## src/rtl/core/stepper_pwm_frequency_ramp_assert.svh

```systemverilog
// assertion macros shared by the stepper ramp rtl
// no dependencies; define ASSERT_OFF to compile the checks away
`ifndef STEPPER_PWM_FREQUENCY_RAMP_ASSERT_SVH
`define STEPPER_PWM_FREQUENCY_RAMP_ASSERT_SVH
`ifndef ASSERT_OFF
`define ASSERT_ALWAYS(label, clk, rst, expr) \
   label: assert property (@(posedge clk) disable iff (rst) (expr)) \
      else $error("invariant violated");
`define ASSERT_IMPLIES(label, clk, rst, ante, cons) \
   label: assert property (@(posedge clk) disable iff (rst) (ante) |-> (cons)) \
      else $error("implication violated");
`define ASSERT_NEXT(label, clk, rst, ante, cons) \
   label: assert property (@(posedge clk) disable iff (rst) (ante) |=> (cons)) \
      else $error("next-cycle implication violated");
`else
`define ASSERT_ALWAYS(label, clk, rst, expr)
`define ASSERT_IMPLIES(label, clk, rst, ante, cons)
`define ASSERT_NEXT(label, clk, rst, ante, cons)
`endif
`endif

```

## src/rtl/core/spfr_pkg.sv

```systemverilog
// shared types and constants of the stepper frequency ramp
// used by the divider, datapath, controller and top level
`default_nettype none

package spfr_pkg;

   localparam int CLK_W   = 32;
   localparam int FREQ_W  = 24;
   localparam int PRE_W   = 16;
   localparam int DIV_W   = 41;
   localparam int Q_W     = 32;
   localparam int CNT_W   = 5;
   localparam int CSR_W   = 2;
   localparam int REQ_W   = 8;
   localparam int RSP_W   = 80;

   localparam logic [PRE_W-1:0]  PRESCALE_MAX   = 16'hFFFF;
   localparam logic [PRE_W-1:0]  PERIOD_MAX     = 16'hFFFF;
   localparam logic [Q_W-1:0]    PERIOD_LIMIT_Q = 32'h0001_0000;
   localparam logic [CLK_W-1:0]  TIMER_CLOCK_RST = 32'd168000000;
   localparam logic [FREQ_W-1:0] MIN_FREQ_RST   = 24'd30000;
   localparam logic [FREQ_W-1:0] MAX_FREQ_RST   = 24'd200000;
   localparam logic [FREQ_W-1:0] RAMP_STEP_RST  = 24'd10000;

   typedef enum logic [1:0] {
      OP_START  = 2'd0,
      OP_STOP   = 2'd1,
      OP_RAMP   = 2'd2,
      OP_SETDIR = 2'd3
   } op_type;

   typedef enum logic [CSR_W-1:0] {
      REG_TIMER_CLOCK = 2'd0,
      REG_MIN_FREQ    = 2'd1,
      REG_MAX_FREQ    = 2'd2,
      REG_RAMP_STEP   = 2'd3
   } reg_type;

   // controller to datapath
   typedef struct packed {
      logic capture;
      logic decode;
      logic load;
      logic div_start;
      logic div_period;
      logic set_prescale;
      logic mul;
      logic set_period;
      logic publish;
   } cmd_type;

   // datapath to controller
   typedef struct packed {
      op_type op;
      logic   ramp_ok;
      logic   target_zero;
      logic   div_done;
   } status_type;

   // result word, last member in the lowest bits
   typedef struct packed {
      logic [2:0]        pad;
      logic              divider_error;
      logic              motor_on;
      logic              direction_level;
      logic              enable_level;
      logic              pwm_running;
      logic [FREQ_W-1:0] step_frequency;
      logic [PRE_W-1:0]  compare_out;
      logic [PRE_W-1:0]  period_out;
      logic [PRE_W-1:0]  prescale_out;
   } result_type;

endpackage

`default_nettype wire

```

## src/rtl/core/spfr_div.sv

```systemverilog
// restoring divider, one quotient bit per cycle
// depends on spfr_pkg and the assertion macro header
`default_nettype none
`include "stepper_pwm_frequency_ramp_assert.svh"

module spfr_div (
   input  wire logic                   clock,
   input  wire logic                   reset,
   input  wire logic                   start,
   input  wire logic [spfr_pkg::Q_W-1:0]   dividend,
   input  wire logic [spfr_pkg::DIV_W-1:0] divisor,
   output logic                        done,
   output logic [spfr_pkg::Q_W-1:0]        quotient
);
   import spfr_pkg::*;

   logic [DIV_W-1:0] rem_ff;
   logic [DIV_W-1:0] den_ff;
   logic [Q_W-1:0]   quo_ff;
   logic [CNT_W-1:0] cnt_ff;
   logic             busy_ff;
   logic             done_ff;
   logic [DIV_W:0]   trial;
   logic [DIV_W:0]   diff;
   logic             fits;

   assign trial = {rem_ff, quo_ff[Q_W-1]};
   assign diff  = trial - {1'b0, den_ff};
   assign fits  = trial >= {1'b0, den_ff};

   always_ff @(posedge clock) begin
      if (reset) begin
         busy_ff <= 1'b0;
         done_ff <= 1'b0;
         cnt_ff  <= '0;
      end else if (start) begin
         busy_ff <= 1'b1;
         done_ff <= 1'b0;
         cnt_ff  <= '0;
         rem_ff  <= '0;
         quo_ff  <= dividend;
         den_ff  <= divisor;
      end else if (busy_ff) begin
         rem_ff <= fits ? diff[DIV_W-1:0] : trial[DIV_W-1:0];
         quo_ff <= {quo_ff[Q_W-2:0], fits};
         cnt_ff <= cnt_ff + 1'b1;
         if (cnt_ff == CNT_W'(Q_W - 1)) begin
            busy_ff <= 1'b0;
            done_ff <= 1'b1;
         end
      end else begin
         done_ff <= 1'b0;
      end
   end

   assign done     = done_ff;
   assign quotient = quo_ff;

   `ASSERT_IMPLIES(a_no_restart_while_busy, clock, reset, start, !busy_ff)

endmodule

`default_nettype wire

```

## src/rtl/core/spfr_dp.sv

```systemverilog
// datapath: config registers, motor state, timer settings and result register
// depends on spfr_pkg, spfr_div and the assertion macro header
`default_nettype none
`include "stepper_pwm_frequency_ramp_assert.svh"

module spfr_dp (
   input  wire logic                    clock,
   input  wire logic                    reset,
   input  wire logic [spfr_pkg::REQ_W-1:0] req_tdata,
   input  wire logic [1:0]              req_tuser,
   input  wire logic                    csr_valid,
   input  wire logic [spfr_pkg::CSR_W-1:0] csr_index,
   input  wire logic [spfr_pkg::CLK_W-1:0] csr_data,
   input  wire spfr_pkg::cmd_type       cmd,
   output spfr_pkg::status_type         status,
   output spfr_pkg::result_type         result
);
   import spfr_pkg::*;

   // configuration
   logic [CLK_W-1:0]  timer_clock_ff;
   logic [FREQ_W-1:0] min_freq_ff;
   logic [FREQ_W-1:0] max_freq_ff;
   logic [FREQ_W-1:0] ramp_step_ff;

   // captured command
   op_type            op_ff;
   logic              dir_req_ff;

   // motor state
   logic [PRE_W-1:0]  prescale_ff;
   logic [PRE_W-1:0]  period_ff;
   logic [PRE_W-1:0]  compare_ff;
   logic [FREQ_W-1:0] freq_ff;
   logic              pwm_on_ff;
   logic              enable_pin_ff;
   logic              direction_pin_ff;
   logic              running_ff;
   logic              error_ff;

   logic [FREQ_W-1:0] target_ff;
   logic [DIV_W-1:0]  prod_ff;
   result_type        result_ff;

   logic [FREQ_W:0]   ramp_sum;
   logic [FREQ_W-1:0] ramp_next;
   logic              ramp_ok;
   logic [DIV_W-1:0]  need_den;
   logic [PRE_W:0]    pre_inc;
   logic [DIV_W-1:0]  prod_in;
   logic [DIV_W-1:0]  div_den;
   logic              div_done;
   logic [Q_W-1:0]    div_q;
   logic [Q_W-1:0]    q_less_one;

   assign ramp_ok   = freq_ff < max_freq_ff;
   assign ramp_sum  = {1'b0, freq_ff} + {1'b0, ramp_step_ff};
   assign ramp_next = (ramp_sum >= {1'b0, max_freq_ff}) ? max_freq_ff
                                                        : ramp_sum[FREQ_W-1:0];

   // freq * 65537 as a shift and add
   assign need_den = DIV_W'({target_ff, 16'h0000}) + DIV_W'(target_ff);
   assign pre_inc  = {1'b0, prescale_ff} + 1'b1;
   assign prod_in  = DIV_W'(target_ff) * DIV_W'(pre_inc);
   assign div_den  = cmd.div_period ? prod_ff : need_den;
   assign q_less_one = div_q - 1'b1;

   spfr_div u_div (
      .clock    (clock),
      .reset    (reset),
      .start    (cmd.div_start),
      .dividend (timer_clock_ff),
      .divisor  (div_den),
      .done     (div_done),
      .quotient (div_q)
   );

   always_ff @(posedge clock) begin
      if (reset) begin
         timer_clock_ff <= TIMER_CLOCK_RST;
         min_freq_ff    <= MIN_FREQ_RST;
         max_freq_ff    <= MAX_FREQ_RST;
         ramp_step_ff   <= RAMP_STEP_RST;
      end else if (csr_valid) begin
         unique case (reg_type'(csr_index))
            REG_TIMER_CLOCK: timer_clock_ff <= csr_data;
            REG_MIN_FREQ:    min_freq_ff    <= csr_data[FREQ_W-1:0];
            REG_MAX_FREQ:    max_freq_ff    <= csr_data[FREQ_W-1:0];
            REG_RAMP_STEP:   ramp_step_ff   <= csr_data[FREQ_W-1:0];
         endcase
      end
   end

   always_ff @(posedge clock) begin
      if (cmd.capture) begin
         op_ff      <= op_type'(req_tuser);
         dir_req_ff <= req_tdata[0];
      end
      if (cmd.mul) begin
         prod_ff <= prod_in;
      end
      if (cmd.publish) begin
         result_ff.pad             <= '0;
         result_ff.divider_error   <= error_ff;
         result_ff.motor_on        <= running_ff;
         result_ff.direction_level <= direction_pin_ff;
         result_ff.enable_level    <= enable_pin_ff;
         result_ff.pwm_running     <= pwm_on_ff;
         result_ff.step_frequency  <= freq_ff;
         result_ff.compare_out     <= compare_ff;
         result_ff.period_out      <= period_ff;
         result_ff.prescale_out    <= prescale_ff;
      end
   end

   always_ff @(posedge clock) begin
      if (reset) begin
         prescale_ff      <= '0;
         period_ff        <= '0;
         compare_ff       <= '0;
         freq_ff          <= '0;
         pwm_on_ff        <= 1'b0;
         enable_pin_ff    <= 1'b1;
         direction_pin_ff <= 1'b0;
         running_ff       <= 1'b0;
         error_ff         <= 1'b0;
         target_ff        <= '0;
      end else begin
         if (cmd.decode) begin
            unique case (op_ff)
               OP_START: begin
                  target_ff     <= min_freq_ff;
                  pwm_on_ff     <= 1'b1;
                  enable_pin_ff <= 1'b0;
                  running_ff    <= 1'b1;
               end
               OP_STOP: begin
                  target_ff     <= min_freq_ff;
                  pwm_on_ff     <= 1'b0;
                  enable_pin_ff <= 1'b1;
                  running_ff    <= 1'b0;
               end
               OP_RAMP: begin
                  if (ramp_ok) begin
                     target_ff <= ramp_next;
                     pwm_on_ff <= 1'b1;
                  end
               end
               OP_SETDIR: begin
                  direction_pin_ff <= dir_req_ff;
               end
            endcase
         end
         if (cmd.load) begin
            freq_ff <= target_ff;
            if (target_ff == '0) begin
               // zero frequency: quotient counts as infinitely large
               prescale_ff <= PRESCALE_MAX;
               period_ff   <= PERIOD_MAX;
               compare_ff  <= PERIOD_MAX >> 1;
               error_ff    <= 1'b1;
            end else begin
               error_ff <= 1'b0;
            end
         end
         if (cmd.set_prescale && (div_q > Q_W'(prescale_ff))) begin
            prescale_ff <= (div_q > Q_W'(PRESCALE_MAX)) ? PRESCALE_MAX : div_q[PRE_W-1:0];
         end
         if (cmd.set_period) begin
            priority if (div_q == '0) begin
               // frequency too high for the timer
               period_ff  <= '0;
               compare_ff <= '0;
               error_ff   <= 1'b1;
            end else if (div_q > PERIOD_LIMIT_Q) begin
               period_ff  <= PERIOD_MAX;
               compare_ff <= PERIOD_MAX >> 1;
               error_ff   <= 1'b1;
            end else begin
               period_ff  <= q_less_one[PRE_W-1:0];
               compare_ff <= {1'b0, q_less_one[PRE_W-1:1]};
            end
         end
      end
   end

   assign status.op          = op_ff;
   assign status.ramp_ok     = ramp_ok;
   assign status.target_zero = (target_ff == '0);
   assign status.div_done    = div_done;
   assign result             = result_ff;

   `ASSERT_ALWAYS(a_compare_is_half_period, clock, reset, compare_ff == (period_ff >> 1))

endmodule

`default_nettype wire

```

## src/rtl/core/spfr_ctrl.sv

```systemverilog
// sequencer for one command: decode, up to two divisions, result handoff
// depends on spfr_pkg and the assertion macro header
`default_nettype none
`include "stepper_pwm_frequency_ramp_assert.svh"

module spfr_ctrl (
   input  wire logic                 clock,
   input  wire logic                 reset,
   input  wire logic                 req_tvalid,
   output logic                      req_tready,
   output logic                      rsp_tvalid,
   input  wire logic                 rsp_tready,
   input  wire spfr_pkg::status_type status,
   output spfr_pkg::cmd_type         cmd
);
   import spfr_pkg::*;

   typedef enum logic [2:0] {
      ST_IDLE,
      ST_DECODE,
      ST_LOAD,
      ST_DIV_NEED,
      ST_MULT,
      ST_START_PER,
      ST_DIV_PER,
      ST_FINISH
   } state_type;

   state_type state_ff, state_in;
   logic      rsp_valid_ff, rsp_valid_in;
   logic      rsp_free;

   assign rsp_free = !rsp_valid_ff || rsp_tready;

   always_comb begin
      state_in = state_ff;
      cmd      = '0;
      unique case (state_ff)
         ST_IDLE: begin
            if (req_tvalid) begin
               cmd.capture = 1'b1;
               state_in    = ST_DECODE;
            end
         end
         ST_DECODE: begin
            cmd.decode = 1'b1;
            if (status.op == OP_SETDIR || (status.op == OP_RAMP && !status.ramp_ok)) begin
               state_in = ST_FINISH;
            end else begin
               state_in = ST_LOAD;
            end
         end
         ST_LOAD: begin
            cmd.load = 1'b1;
            if (status.target_zero) begin
               state_in = ST_FINISH;
            end else begin
               cmd.div_start = 1'b1;
               state_in      = ST_DIV_NEED;
            end
         end
         ST_DIV_NEED: begin
            if (status.div_done) begin
               cmd.set_prescale = 1'b1;
               state_in         = ST_MULT;
            end
         end
         ST_MULT: begin
            cmd.mul  = 1'b1;
            state_in = ST_START_PER;
         end
         ST_START_PER: begin
            cmd.div_start  = 1'b1;
            cmd.div_period = 1'b1;
            state_in       = ST_DIV_PER;
         end
         ST_DIV_PER: begin
            if (status.div_done) begin
               cmd.set_period = 1'b1;
               state_in       = ST_FINISH;
            end
         end
         ST_FINISH: begin
            if (rsp_free) begin
               cmd.publish = 1'b1;
               state_in    = ST_IDLE;
            end
         end
         default: state_in = ST_IDLE;
      endcase
   end

   always_comb begin
      priority if (cmd.publish) begin
         rsp_valid_in = 1'b1;
      end else if (rsp_tready) begin
         rsp_valid_in = 1'b0;
      end else begin
         rsp_valid_in = rsp_valid_ff;
      end
   end

   always_ff @(posedge clock) begin
      if (reset) begin
         state_ff     <= ST_IDLE;
         rsp_valid_ff <= 1'b0;
      end else begin
         state_ff     <= state_in;
         rsp_valid_ff <= rsp_valid_in;
      end
   end

   assign req_tready = (state_ff == ST_IDLE);
   assign rsp_tvalid = rsp_valid_ff;

   `ASSERT_NEXT(a_one_command_at_a_time, clock, reset, req_tvalid && req_tready, !req_tready)
   `ASSERT_IMPLIES(a_div_done_when_waiting, clock, reset, status.div_done,
                   state_ff == ST_DIV_NEED || state_ff == ST_DIV_PER)
   `ASSERT_NEXT(a_period_then_finish, clock, reset,
                state_ff == ST_DIV_PER && status.div_done, state_ff == ST_FINISH)

endmodule

`default_nettype wire

```

## src/rtl/core/stepper_pwm_frequency_ramp.sv

```systemverilog
// Stepper step-rate generator with a frequency ramp.
// req channel: one command per transfer, tuser carries the command code
//   (start, stop, ramp up, set direction), tdata bit 0 the direction level.
// rsp channel: exactly one result transfer per command, holding the full
//   motor and timer state after that command.
// csr channel: always ready; writes timer clock, min/max frequency and ramp
//   step. Write only while no command is in flight.
// Sequence: a command that loads a frequency runs decode, load and the two
//   32-step restoring divisions (prescaler search, then a multiply and the
//   period). Set direction or a ramp at the ceiling skip from decode, a zero
//   frequency load from load, straight to the result handoff.
// Flow: one command in flight; req_tready rises again once the result sits in
//   the output register.
// Stalls: a held result stays stable; a second finished result waits in the
//   sequencer until the output register frees up, and no command is taken.
// Reset: driver disabled (enable level high), all timer values, frequency and
//   flags zero, config back to its defaults.
`default_nettype none

module stepper_pwm_frequency_ramp (
   input  wire logic        clock,
   input  wire logic        reset,
   // command input
   input  wire logic        req_tvalid,
   output logic             req_tready,
   input  wire logic [7:0]  req_tdata,   // [0] direction, [7:1] zero
   input  wire logic [1:0]  req_tuser,   // [1:0] cmd
   // result output
   output logic             rsp_tvalid,
   input  wire logic        rsp_tready,
   // [15:0] prescale_out, [31:16] period_out, [47:32] compare_out,
   // [71:48] step_frequency, [72] pwm_running, [73] enable_level,
   // [74] direction_level, [75] motor_on, [76] divider_error, [79:77] zero
   output logic [79:0]      rsp_tdata,
   // config writes
   input  wire logic        csr_valid,
   output logic             csr_ready,
   input  wire logic [1:0]  csr_index,
   input  wire logic [31:0] csr_data
);
   import spfr_pkg::*;

   cmd_type    cmd;
   status_type status;
   result_type result;

   // config writes are always accepted
   assign csr_ready = 1'b1;

   spfr_ctrl u_ctrl (
      .clock      (clock),
      .reset      (reset),
      .req_tvalid (req_tvalid),
      .req_tready (req_tready),
      .rsp_tvalid (rsp_tvalid),
      .rsp_tready (rsp_tready),
      .status     (status),
      .cmd        (cmd)
   );

   spfr_dp u_dp (
      .clock     (clock),
      .reset     (reset),
      .req_tdata (req_tdata),
      .req_tuser (req_tuser),
      .csr_valid (csr_valid),
      .csr_index (csr_index),
      .csr_data  (csr_data),
      .cmd       (cmd),
      .status    (status),
      .result    (result)
   );

   // result struct is laid out to match the tdata packing
   assign rsp_tdata = RSP_W'(result);

endmodule

`default_nettype wire

```

## config.mk

```make
export PLATFORM = sky130hd
export DESIGN_NAME = stepper_pwm_frequency_ramp
export DESIGN_NICKNAME = d
export VERILOG_FILES = /design/src/rtl/core/spfr_pkg.sv /design/src/rtl/core/spfr_div.sv /design/src/rtl/core/spfr_dp.sv /design/src/rtl/core/spfr_ctrl.sv /design/src/rtl/core/stepper_pwm_frequency_ramp.sv
export VERILOG_INCLUDE_DIRS = /design/src /design/src/rtl/core
export SDC_FILE = /design/constraint.sdc
export NUM_CORES = 2
export LEC_CHECK = 0
export ABC_AREA = 1
export BUFFER_PORTS_ARGS = -buffer_cell sky130_fd_sc_hd__buf_2
export CAP_MARGIN = 20
export CORE_MARGIN = 2
export CORE_UTILIZATION = 68
export CTS_BUF_LIST = sky130_fd_sc_hd__clkbuf_8 sky130_fd_sc_hd__clkbuf_16
export DETAILED_ROUTE_END_ITERATION = 10
export GPL_ROUTABILITY_DRIVEN = 1
export HOLD_SLACK_MARGIN = 0.02
export PLACE_DENSITY = 0.86
export REMOVE_ABC_BUFFERS = 1
export SYNTH_ARGS = -nofsm -noshare
export SYNTH_HDL_FRONTEND = slang
export SYNTH_HIERARCHICAL = 1
export SYNTH_SLANG_ARGS = --single-unit
```

## constraint.sdc

```tcl
create_clock -name clock -period 13.7 [get_ports clock]
set_input_delay 0.685 -clock clock [delete_from_list [all_inputs] [get_ports clock]]
set_output_delay 0.685 -clock clock [all_outputs]
set_load 0.1 [all_outputs]
```

Yosys cells after proc, flatten, opt, wreduce, memory -nomap -nowiden:

Cells that the tools add are included.

* $add $sub $neg: 6
* multipliers: 1
* div/mod/pow operators: 0
* $lt $le $gt $ge: 6
* eq/ne operators: 19
* shift operators: 0
* multiplexer cells: 54
* bitwise operators: 2
* reductions and logical operators: 36

Operators by type and width (number)
* $mux 16: 11
* $mux 41: 3
* $mux 32: 2
* $mux 24: 2
* $pmux 24 s2: 1
* $ge 42x41->1: 1
* $add 40x24->41: 1
* $mul 24x17->41: 1
* $sub 41x41->41: 1
* $gt 32x16->1: 1
* $gt 32x16->1 const B: 1
* $gt 32x17->1 const B: 1
* $logic_not 32->1: 1
* $add 24x24->25: 1
* $ge 25x24->1: 1
* $logic_not 24->1: 1
* $lt 24x24->1: 1
* $pmux 3 s8: 1
* $mux 1: 23
* $reduce_and 2->1: 10
* $mux 3: 6
* $add 16x1->17 const B: 1
* $reduce_bool 2->1: 8
* $sub 16x1->16 const B: 1
* 23 further kinds: 43

* register bits after elaboration: 451
* bits in latches: 0
* bits in writable memories: 0
* ROM bits: 0
* bits of input ports: 49
* output and inout port bits: 83
* logic and storage cells: 158
* memories: 0

Logic depth before layout (Yosys ltp):

* depth after elaboration: 6
* gate-level depth with buffers: 34
* gate-level depth less buffers: 34

Cells and area by module:

Netlist, hierarchy kept.

By module, submodules not included
* spfr_dp: times used 1, cells an instance 3813, area an instance 29340.6 µm², sequential area each 6936.7 µm²
* spfr_div: times used 1, cells an instance 1164, area an instance 8277.9 µm², sequential area each 3563.4 µm²
* spfr_ctrl: times used 1, cells an instance 74, area an instance 449.2 µm², sequential area each 80.1 µm²
* stepper_pwm_frequency_ramp: times used 1, cells an instance 2, area an instance 11.3 µm², sequential area each 0.0 µm²

Worst setup path before layout:

No wires, ideal clock.

* path type: reg2reg
* from: register u_dp.prescale_ff[0]
* to: register u_dp.prod_ff[32] (data pin)
* library setup time: 0.260 ns
* data arrival time: 6.382 ns
* path slack: 7.058 ns
* cell stages (with the launch flop): 34
* buffers on the path: 1
* clock period less this slack: 6.642 ns
* path through: dfxtp_1 ha_1 nand2_1 nor2_4 nand2_2 nor2_4 nand2_2 nor3_4 nand3_2 nor2_4 nor2_4 inv_4 buf_12 nor2_4 fa_1 inv_1 fa_1 fa_1 inv_1 fa_1 fa_1 inv_1 fa_1 inv_1 ha_1 a21oi_1 inv_1 a31oi_1 o21ai_0 a21oi_1 nand2_1 nand2_1 nand2_1 xor2_1

* cells in the longest elaborated chain, start to end: 2

Ends and longest elaborated chain
* from (decl): RTL line spfr_dp.sv:31 `logic [PRE_W-1:0] prescale_ff;`
* from (signal assigned): RTL line spfr_dp.sv:167 `prescale_ff <= (div_q > Q_W'(PRESCALE_MAX)) ? PRESCALE_MAX : div_q[PRE_W-1:0];`
* $add 16x1->17: RTL line spfr_dp.sv:63 `assign pre_inc = {1'b0, prescale_ff} + 1'b1;`
* $mul 24x17->41: RTL line spfr_dp.sv:64 `assign prod_in = DIV_W'(target_ff) * DIV_W'(pre_inc);`
* via u_dp.prod_in[32]: RTL line spfr_dp.sv:50 `logic [DIV_W-1:0] prod_in;`
* to (signal assigned): RTL line spfr_dp.sv:100 `prod_ff <= prod_in;`
* to (decl): RTL line spfr_dp.sv:42 `logic [DIV_W-1:0] prod_ff;`

The timed path passes the listed nets, and every way through them passes these cells.
A chain may end at the register's enable or synchronous reset.

Final worst setup path:

* from: register u_dp.prescale_ff[0]
* to: register u_dp.prod_ff[22] (data pin)

The elaborated chain is that of the path after synthesis.

==> impl_metrics.toml <==
[critical_path]
cp-end-kind = "flop"
cp-startpoint = "u_dp/prescale_ff[0]$_SDFFE_PP0P_"
setup.worst_path.start_class = "flop"
arrival_ns = 9.14
r2r_cells = 25
r2r_start = "u_dp/prescale_ff[0]$_SDFFE_PP0P_"
r2r_slack_ns = 4.92
path_class = "reg2reg"
cp_max_fo = 22
r2r-end = "u_dp/prod_ff[22]$_DFFE_PP_"
crit_end = "u_dp/prod_ff[22]$_DFFE_PP_"
cp.required_ns = 14.05

[clocking]
cts_tree = "yes"
path_clk_slew_ns = 0.06
cts.sinks = 419
cts.path.max_buffers = 3
ctsHoldBuffers = 0
cts_max_level = 2
cts_buffers = 46
postCtsSetupBuffers = 0
cts_resized = 0
clockRootBuffer = "clkbuf_16"
clk_latency_ns = 0.62

[routing]
vias = 33600
drt_first_pass_iters = 6
via_per_inst = 5.75
antenna_left = 0
wl_per_cell_um = 19.2
drc = 0
wirelength_mm = 112
drtIter0Drc = 3849

[synthesis]
synth-seq-cells = 419
syn_inst = 5053
synth_warnings = 6
synth_edf_count = 219
avgSynthCellArea_um2 = 7.54
seq_area_frac_synth_pct = 27.8
synth_area_mm2 = 0.0381
synth-async-reset-ratio_pct = 0
yosysUniqueCellTypes = 61
synthFlopType = "edfxtp_1"

[sta]
slew_headroom_pct = 25.9
fin_ws_ns = 4.92
worstMarginPinSlew_ns = 1.11
fmax_mhz = 114
finalCriticalPeriod_ns = 8.78
finalCritPeriodShare_pct = 64.1
rsz0062_at_grt = "no"
report.final.slew_viol_count = 0
fin_tns_setup_ns = 0
finalHoldViolCount = 0
setup_viol = 0
finClkSkew_ns = 0.0549

[layout]
layout_common_cells = "nand2_1 (1,327), inv_1 (962), nor2_1 (500), fa_1 (332), ha_1 (259)"
drive_above_1_share_pct = 6.45
layoutNonFillerInstCount = 5851
fin_nets = 5708
final_common_cell = "nand2_1"
syn_to_final_growth_pct = 6.66
diodes = 0

[placed_design]
place_ws_ns = 5.30
gp_congestion = 0.989
dp_cells = 5766
place_hpwl_mm = 85.2
io_buffers = 119

[pwr]
p_leak_nw = 20.7
power_density_mw_per_mm2 = 163
ir_worst_vdd_v = 0.000160

[run_status]
status = "finished, final reports clean"

[hold_path]
hold_path_class = "in2reg"

[flow_run]
drv_cap = 0

[floorplan]
die-area_mm2 = 0.0579
die_x_um = 241
coreArea_mm2 = 0.0552
die_h_um = 241
start_util_pct = 69.0
pin_count = 132
rows = 86

[global_route]
gr-total-overflow = 0
grt_pass1_wl_mm = 175
globalRouteTotalUtil_pct = 39.5
antenna_found_initial = 3
grt_max_degree = 94
grt_pass1_vias = 32600
## layout make-up
| cell class | instances | area [µm²] |
|---|---|---|
| clock buffer | 54 | 1270 |
| clock inverter | 29 | 309 |
| fill | 4330 | 14600 |
| inverter | 985 | 3710 |
| multi-input combinational | 3461 | 22900 |
| sequential | 419 | 10600 |
| tap | 748 | 936 |
| timing repair buffer | 155 | 891 |
## stage by stage
stage / hold WS [ns] / instance area [µm²] / utilization, % / total power [W]
final: 0.239 / 40600 / 73.6 / 0.00662
after floorplan: 0.403 / 37100 / - / 0.00413
after global routing: 0.228 / 40600 / 73.6 / 0.00704
after CTS: 0.222 / 40600 / 73.5 / 0.00651
after detailed placement: 0.411 / 39000 / 70.6 / 0.00521
after global placement: 0.412 / 39000 / 70.6 / 0.00513
## cell families after synthesis
| kind of cell | after synthesis | share of synthesized area (%) |
|---|---|---|
| other cells | 2 | 0.0197 |
| fa+ha+maj | 591 | 26.0 |
| buf+inv | 1176 | 12.2 |
| compound gates | 538 | 7.63 |
| flops | 419 | 27.8 |
| simple gates | 2240 | 24.4 |
| xor+xnor | 87 | 2.00 |
## state kept, by name, indices dropped and copies added, names as in the netlist, 24 cells and up
name,flops
u_dp/u_div/quotient,32
u_dp/result,61
u_dp/u_div/rem_ff,41
u_dp/min_freq_ff,24
u_dp/target_ff,24
u_dp/prod_ff,41
u_dp/max_freq_ff,24
u_dp/u_div/den_ff,41
u_dp/timer_clock_ff,32
u_dp/freq_ff,24
u_dp/ramp_step_ff,24
## critical path, cell delays in order, from the launching register on
cell      delay (ns)
dfxtp_1         0.57
inv_2           0.34
nor3_4          0.35
nand4_1         0.18
o21ai_0         0.18
nand2_1         0.30
inv_1           0.80
nand2_1         0.18
fa_1            0.57
inv_1           0.06
fa_1            0.53
inv_1           0.05
fa_1            0.48
fa_1            0.49
inv_1           0.06
fa_1            0.50
fa_1            0.58
ha_1            0.44
nand2_1         0.12
nor2_1          0.15
nand4_1         0.26
o211ai_1        0.49
a21o_1          0.28
nand2_1         0.07
nand2_1         0.10
xor2_1          0.33
## metal layers
metal	track usage [%]	part of all wire, %
met1	51.8	39
met5	0	0.012
met3	8.98	11
met4	21.1	6.2
met2	61.2	44
## power breakdown
group	switching [W]	total, W	internal [W]	leakage [nW]
sequential	0.000242	0.00194	0.00170	3.65
combinational	0.00240	0.00339	0.000990	16.3
clock	0.000552	0.00128	0.000732	0.775
total	0.00320	0.00662	0.00342	20.7
## Yosys cell counts, types with 13 or more instances
cell type | instances | area share, %
buf_4 | 31 | 0.61
o21bai_1 | 13 | 0.26
a31oi_1 | 17 | 0.28
nor4_1 | 14 | 0.23
edfxtp_1 | 219 | 17
nor2_4 | 16 | 0.47
fa_1 | 332 | 17
nor3_1 | 28 | 0.37
ha_1 | 259 | 8.5
inv_1 | 961 | 9.5
xor2_1 | 76 | 1.7
a21oi_1 | 214 | 2.8
nand3_1 | 242 | 3.2
nand2_2 | 15 | 0.25
nor2_2 | 15 | 0.25
o21ai_0 | 205 | 2.7
nand4_1 | 43 | 0.71
o211ai_1 | 19 | 0.37
nor2_1 | 503 | 5.0
clkbuf_1 | 115 | 1.1
nand2_1 | 1327 | 13
o21ai_1 | 35 | 0.46
dfxtp_1 | 200 | 11
buf_2 | 28 | 0.37
## how the worst min path moves through the flow
stage	start	endpoint	slack, ns	cells past startpoint
after floorplan	u_dp/period_ff[0]$_SDFFE_PP0P_	u_dp/result[16]$_DFFE_PP_	0.40	0
after global placement	u_dp/period_ff[4]$_SDFFE_PP0P_	u_dp/result[20]$_DFFE_PP_	0.41	0
after global routing	req_tdata[0]	u_dp/dir_req_ff$_DFFE_PP_	0.23	1
final	req_tuser[0]	u_dp/op_ff[0]$_DFFE_PP_	0.24	1
after CTS	req_tuser[0]	u_dp/op_ff[0]$_DFFE_PP_	0.22	1
after detailed placement	u_dp/period_ff[4]$_SDFFE_PP0P_	u_dp/result[20]$_DFFE_PP_	0.41	0
Power figures use the tool's default switching activity.
